`config.mk`:
```
export PLATFORM = sky130hd
export DESIGN_NAME = rmq_isqrt_pipe
export DESIGN_NICKNAME = d
export VERILOG_FILES = /design/src/rtl/rmq_isqrt_pipe.sv
export SDC_FILE = /design/constraint.sdc
export NUM_CORES = 1
export LEC_CHECK = 0
export BUFFER_PORTS_ARGS = -buffer_cell sky130_fd_sc_hd__buf_2
export CAP_MARGIN = 10
export CORE_MARGIN = 2
export CORE_UTILIZATION = 55
export CTS_CLUSTER_SIZE = 30
export DETAILED_ROUTE_END_ITERATION = 10
export GPL_ROUTABILITY_DRIVEN = 0
export GPL_TIMING_DRIVEN = 0
export PLACE_DENSITY = 0.79
export SLEW_MARGIN = 20
export SYNTH_ARGS = -nofsm -noshare
export SYNTH_HDL_FRONTEND = slang
export SYNTH_SLANG_ARGS = --single-unit
```
`constraint.sdc`:
```
create_clock -name clk -period 2.67 [get_ports clk]
set_input_delay 0.1335 -clock clk [delete_from_list [all_inputs] [get_ports clk]]
set_output_delay 0.1335 -clock clk [all_outputs]
set_load 0.01 [all_outputs]
```
`src/rtl/rmq_isqrt_pipe.sv`:
```
// pipelined integer square root, one root bit per stage
module rmq_isqrt_pipe #(
  parameter int RAD_W  = 34,
  parameter int SIDE_W = 8
) (
  input  logic                 clk,
  input  logic                 rst,
  input  logic                 in_valid,
  input  logic [RAD_W-1:0]     rad,
  input  logic [SIDE_W-1:0]    in_side,
  output logic                 out_valid,
  output logic [RAD_W/2-1:0]   root,
  output logic [SIDE_W-1:0]    out_side
);

  localparam int STAGES = RAD_W / 2;
  localparam int ROOT_W = RAD_W / 2;
  localparam int REM_W  = ROOT_W + 2;

  logic              valid_q [STAGES];
  logic [ROOT_W-1:0] root_q  [STAGES];
  logic [ROOT_W-1:0] rem_q   [STAGES];
  logic [RAD_W-1:0]  rad_q   [STAGES];
  logic [SIDE_W-1:0] side_q  [STAGES];

  genvar s;
  generate
    for (s = 0; s < STAGES; s++) begin : g_stage
      logic              pv;
      logic [ROOT_W-1:0] pr;
      logic [ROOT_W-1:0] prem;
      logic [RAD_W-1:0]  prad;
      logic [SIDE_W-1:0] pside;
      logic [REM_W-1:0]  shifted;
      logic [REM_W-1:0]  trial;
      logic [REM_W-1:0]  rem_new;
      logic              fits;

      if (s == 0) begin : g_first
        assign pv    = in_valid;
        assign pr    = '0;
        assign prem  = '0;
        assign prad  = rad;
        assign pside = in_side;
      end else begin : g_next
        assign pv    = valid_q[s-1];
        assign pr    = root_q[s-1];
        assign prem  = rem_q[s-1];
        assign prad  = rad_q[s-1];
        assign pside = side_q[s-1];
      end

      assign shifted = {prem, prad[RAD_W-1-2*s -: 2]};
      assign trial   = {pr, 2'b01};
      assign fits    = shifted >= trial;
      assign rem_new = fits ? shifted - trial : shifted;

      always_ff @(posedge clk) begin
        if (rst) begin
          valid_q[s] <= 1'b0;
        end else begin
          valid_q[s] <= pv;
        end
        root_q[s] <= {pr[ROOT_W-2:0], fits};
        rem_q[s]  <= rem_new[ROOT_W-1:0];
        rad_q[s]  <= prad;
        side_q[s] <= pside;
      end
    end
  endgenerate

  assign out_valid = valid_q[STAGES-1];
  assign root      = root_q[STAGES-1];
  assign out_side  = side_q[STAGES-1];

endmodule

```
==> flow_metrics.tcl, run 1 <==
set metrics [dict create \
    clkLatencyLatePin_ps 620 \
    pre_cts_slack_ps -460 \
    layout_setup_ws_ps 5.35 \
    grt_pass1_wl_mm 88.6 \
    synth_top_area_share_pct 58.7 \
    cts_tree "built" \
    setup_viol 0 \
    drtPass1Iterations 11 \
    synth_edf_count 0 \
    max_freq_mhz 375 \
    required_ps 3180 \
    cts_buffer_depth 3 \
    diodes 0 \
    end_kind "register" \
    final_cell_mix "829 x dfxtp_1, 208 x inv_1, 155 x ha_1" \
    combPwrFrac_pct 22.3 \
    clock-sinks 832 \
    cap_viol_max_count 0 \
    yosys_register_bits 832 \
    clkTransAtPathRegs_ps 60 \
    grt_pass1_vias 19000 \
    post-place-cells 3324 \
    finClkSkew_ps 30.3 \
    cts-root-buf "clkbuf_16" \
    rows 83 \
    io_buffers 70 \
    intPower_mw 25.1 \
    wire_per_inst_um 15.3 \
    fin_hold_ws_ps 145 \
    place_hpwl_mm 36.1 \
    numCtsBuffers 79 \
    fp.dieH_um 231 \
    syn_to_final_growth_pct 17.7 \
    critPathKind "register to register" \
    syn_avg_cell_area_um2 11.0 \
    gr-usage-all-layers_pct 20.0 \
    switching_share_pct 28.7 \
    synth_cells 2574 \
    die_x_um 231 \
    core_area_mm2 0.0512 \
    ioPinCount 71 \
    ant_nets 0 \
    fin_crit_sh_pct 99.8 \
    via_per_inst 5.36 \
    arrival_ps 3180 \
    synthesis.area_mm2 0.0284 \
    cp_max_fo 8 \
    antenna_found_initial 0 \
    power.share.sequential_pct 44.7 \
    p_leak_nw 15.4 \
    yosys_warnings 0 \
    fin_tns_setup_ps 0 \
    synth_flop_cell "dfxtp_1" \
    instances_no_fill 3533 \
    mostFrequentLayoutCell "dfxtp_1" \
    report.final.slew_viol_count 0 \
    grt_max_degree 17 \
    worst_pin_slew_ps 774 \
    yosysTopAreaCell "dfxtp_1" \
    drc 1 \
    p_per_area_mw_per_mm2 1050 \
    ir_worst_vdd_uv 730 \
    critPathLaunchType "register" \
    initial_core_util_pct 55.4 \
    violations "DRC" \
    synthArstFlopShare_pct 0 \
    slew_headroom_pct 47.1 \
    final_nets 3004 \
    post-route-min-period_ps 2660 \
    die_area_mm2 0.0534 \
    drive_above_1_share_pct 13.8 \
    h-tree-depth 3 \
    grt.overflow.total 0 \
    hold_viol_final 0 \
    synth_area_leaders "dfxtp_1 59%, ha_1 7.5%, xnor2_1 3.2%" \
    drt_iter0_drc 1353 \
    status "finished, violations left" \
    final_util_pct 65.2 \
    hp-class "input pin to register" \
    power_switching_mw 10.1 \
    pwr-share-clk_pct 32.9 \
    dr_total_vias 18900 \
    yosys.cell_types.count 87 \
    synth_seq_area_share_pct 58.7 \
    wl_mm 54.0 \
    synth_fp_nets 2789 \
]
routing by layer:
metal | track usage (%) | vias to the layer above | routed length (µm)
met1 | 23.8 | 8885 | 22200
met5 | 0 | - | 0
li1 | - | 9293 | -
met4 | 8.69 | 0 | 1700
met2 | 35.6 | 612 | 26800
met3 | 3.42 | 153 | 3300
through the flow:
step / power [mW] / cell area (µm²)
global route: 36.9 / 33400
floorplan: 21.2 / 28400
detailed placement: 22.9 / 29600
CTS: 34.8 / 33000
global placement: 22.6 / 29600
finish: 35.2 / 33400
area by class of cell:
type                    count  area [µm²]
fillers                  3715       17800
plain buffers              34         211
multi-input cells        1486       11100
repair buffers            142        1010
clock inverters            31         478
flip-flops and latches    832       16700
well taps                 680         851
clock buffers             114        2300
inverters                 214         803
power groups by stage:
stage	Sequential [mW]	Combinational (mW)	Clock (mW)
after floorplan	15.5	5.67	0
after global placement	15.8	6.71	0
after detailed placement	15.9	7.00	0
after CTS	15.7	7.31	11.8
after global routing	15.9	8.60	12.4
final	15.7	7.86	11.6
Yosys cell counts, types with 37 or more instances:
master and count:
nand2_1 110, inv_1 209, a21oi_1 141, ha_1 170, xor2_1 60, a21o_1 37
nor2b_1 38, nor3_1 61, nor2_1 145, xnor2_1 104, nand3_1 44, o21a_1 40
o21ai_0 97, dfxtp_1 832
flip-flops by register name, summed over array words and instances, names as in the netlist:
signal	count
rem_q	254
side_q	136
valid_q	17
rad_q	272
root_q	153
cell families (layout without fill, tap and decap cells):
family | count (synthesis) | in the layout | share of synthesized area [%]
AND/OR/NAND/NOR | 600 | 600 | 11.0
flip-flops | 832 | 832 | 58.7
XOR/XNOR | 164 | 164 | 5.06
other | 1 | 1 | 0.0132
adder cells (fa/ha/maj) | 170 | 170 | 7.50
AO/OA/AOI/OAI | 475 | 475 | 11.0
buffers and inverters | 256 | 535 | 3.58
multiplexers | 76 | 76 | 3.12
timing repair:
| item | 4_1_cts | 5_1_grt |
|---|---|---|
| resized for setup | 23 | 64 |
| cloned | 0 | 1 |
| hold buffers | 45 | 0 |
| endpoints found under the hold margin | 52 | 0 |
| pin swaps | 11 | 14 |
| setup buffers | 12 | 14 |
| setup endpoints to repair | 61 | 78 |
path summary, 6_finish.rpt:
path	endpoint	start	slack, ps	cells past startpoint
setup / recovery	rem_q[0][213]$_DFF_P_	root_q[1][54]$_DFF_P_	5	10
setup reg to reg	rem_q[0][213]$_DFF_P_	root_q[1][54]$_DFF_P_	5	10
hold reg to reg	rad_q[0][253]$_DFF_P_	rad_q[0][219]$_DFF_P_	300	0
hold / removal	rad_q[0][12]$_DFF_P_	rad[12]	140	2
worst max-delay path: stages, from the launching register on:
cell,delay (ps)
dfxtp_2,330
inv_2,30
ha_1,270
buf_6,110
nand4_1,230
nor4_4,440
nor4_4,110
and2b_2,240
a21oi_4,290
buf_8,200
mux2_4,300
(Power assumes the default switching activity.)
==> run 2: changes to the inputs <==
PLACE_DENSITY = 0.71   (was 0.79)
==> flow_metrics.tcl, run 2 (synthesis results as in run 1) <==
set metrics [dict create \
    cts_tree "built" \
    wire_per_inst_um 14.7 \
    clkLatencyLatePin_ps 610 \
    ant_nets 0 \
    grt.overflow.total 0 \
    syn_to_final_growth_pct 17.8 \
    pre_cts_slack_ps -449 \
    die_x_um 231 \
    stdcell_area_mm2 0.0334 \
    required_ps 3170 \
    post-route-min-period_ps 2590 \
    drtPass1Iterations 6 \
    hp-class "input pin to register" \
    min_path_cells 2 \
    max_freq_mhz 386 \
    instances_no_fill 3525 \
    setup_viol 0 \
    p_leak_nw 15.4 \
    fp.dieH_um 231 \
    largest-register "rad_q" \
    rows 83 \
    h-tree-depth 3 \
    worst_pin_slew_ps 853 \
    slew_headroom_pct 41.6 \
    p_per_area_mw_per_mm2 1060 \
    reg2reg_depth 10 \
    critPathKind "register to register" \
    clkTransAtPathRegs_ps 60 \
    hold_viol_final 0 \
    fin_crit_sh_pct 97.1 \
    drt_iter0_drc 1275 \
    final_nets 2999 \
    dr_total_vias 18400 \
    wl_mm 51.9 \
    ioPinCount 71 \
    cts_buffer_depth 3 \
    arrival_ps 3090 \
    via_per_inst 5.22 \
    post-place-cells 3324 \
    largest_register_ffs 272 \
    report.final.slew_viol_count 0 \
    cap_viol_max_count 0 \
    place_hpwl_mm 35.7 \
    drive_above_1_share_pct 13.3 \
    ir_worst_vdd_uv 696 \
    mostFrequentLayoutCell "dfxtp_1" \
    io_buffers 70 \
    final_cell_mix "830 x dfxtp_1, 209 x inv_1, 162 x ha_1" \
    p_total_mw 35.5 \
    cts-root-buf "clkbuf_16" \
    grt_max_degree 18 \
    grt_pass1_wl_mm 84.8 \
    diodes 0 \
    critPathLaunchType "register" \
    gr-usage-all-layers_pct 19.3 \
    final_util_pct 65.3 \
    finClkSkew_ps 32.3 \
    fin_tns_setup_ps 0 \
    die_area_mm2 0.0534 \
    numCtsBuffers 79 \
    layout_setup_ws_ps 76.2 \
    top_regs "rad_q x272, rem_q x254, root_q x153" \
    antenna_found_initial 0 \
    cp_max_fo 10 \
    status "complete, no violations" \
    core_area_mm2 0.0512 \
    grt_pass1_vias 18100 \
    initial_core_util_pct 55.4 \
    dpl_cell_area_mm2 0.0296 \
    clock-sinks 832 \
    end_kind "register" \
    fin_hold_ws_ps 148 \
    drc 0 \
]
## run 2: area by class of cell
class                           count  area [µm²]
Multi-Input combinational cell   1486       11000
Sequential cell                   832       16700
Clock inverter                     42         768
Tap cell                          680         851
Buffer                             33         203
Clock buffer                      100        2170
Timing Repair Buffer              138         975
Inverter                          214         803
Fill cell                        3859       17800
## run 2: critical path, stage by stage (launching register included)
cell and delay (ps):
dfxtp_1 330, inv_1 50, ha_1 260, buf_2 190
nand3_1 200, nor4_4 370, nor4_4 80, and2b_1 210
a21oi_4 280, buf_8 200, mux2_4 310
## run 2: repair_timing
item                                   CTS  global route
setup endpoints to repair               59            69
gates resized for setup                 19            46
pin swaps                               11            13
endpoints found under the hold margin   51             0
setup buffers                           11            11
hold buffers                            45             0
## run 2: metal layers
| layer | up-vias | part of all wire (%) | global-route usage [%] |
|---|---|---|---|
| met1 | 8542 | 43 | 23.4 |
| met2 | 459 | 49 | 34.0 |
| li1 | 9279 | - | - |
| met4 | 0 | 2.7 | 7.58 |
| met3 | 114 | 5.1 | 3.42 |
| met5 | - | 0 | 0 |
## run 2: where the power goes
group	switching (mW)	internal, mW
registers	1.27	14.4
logic	3.94	3.65
clock network	4.67	7.55
total	9.88	25.7
## run 2: worst paths after layout
| check | from | end | slack, ps |
|---|---|---|---|
| worst max-delay path | root_q[1][60]$_DFF_P_ | rem_q[0][217]$_DFF_P_ | 80 |
| worst min-delay path | rad[26] | rad_q[0][26]$_DFF_P_ | 150 |
| worst max register to register | root_q[1][60]$_DFF_P_ | rem_q[0][217]$_DFF_P_ | 80 |
| worst min register to register | side_q[0][60]$_DFF_P_ | side_q[1][4]$_DFF_P_ | 310 |
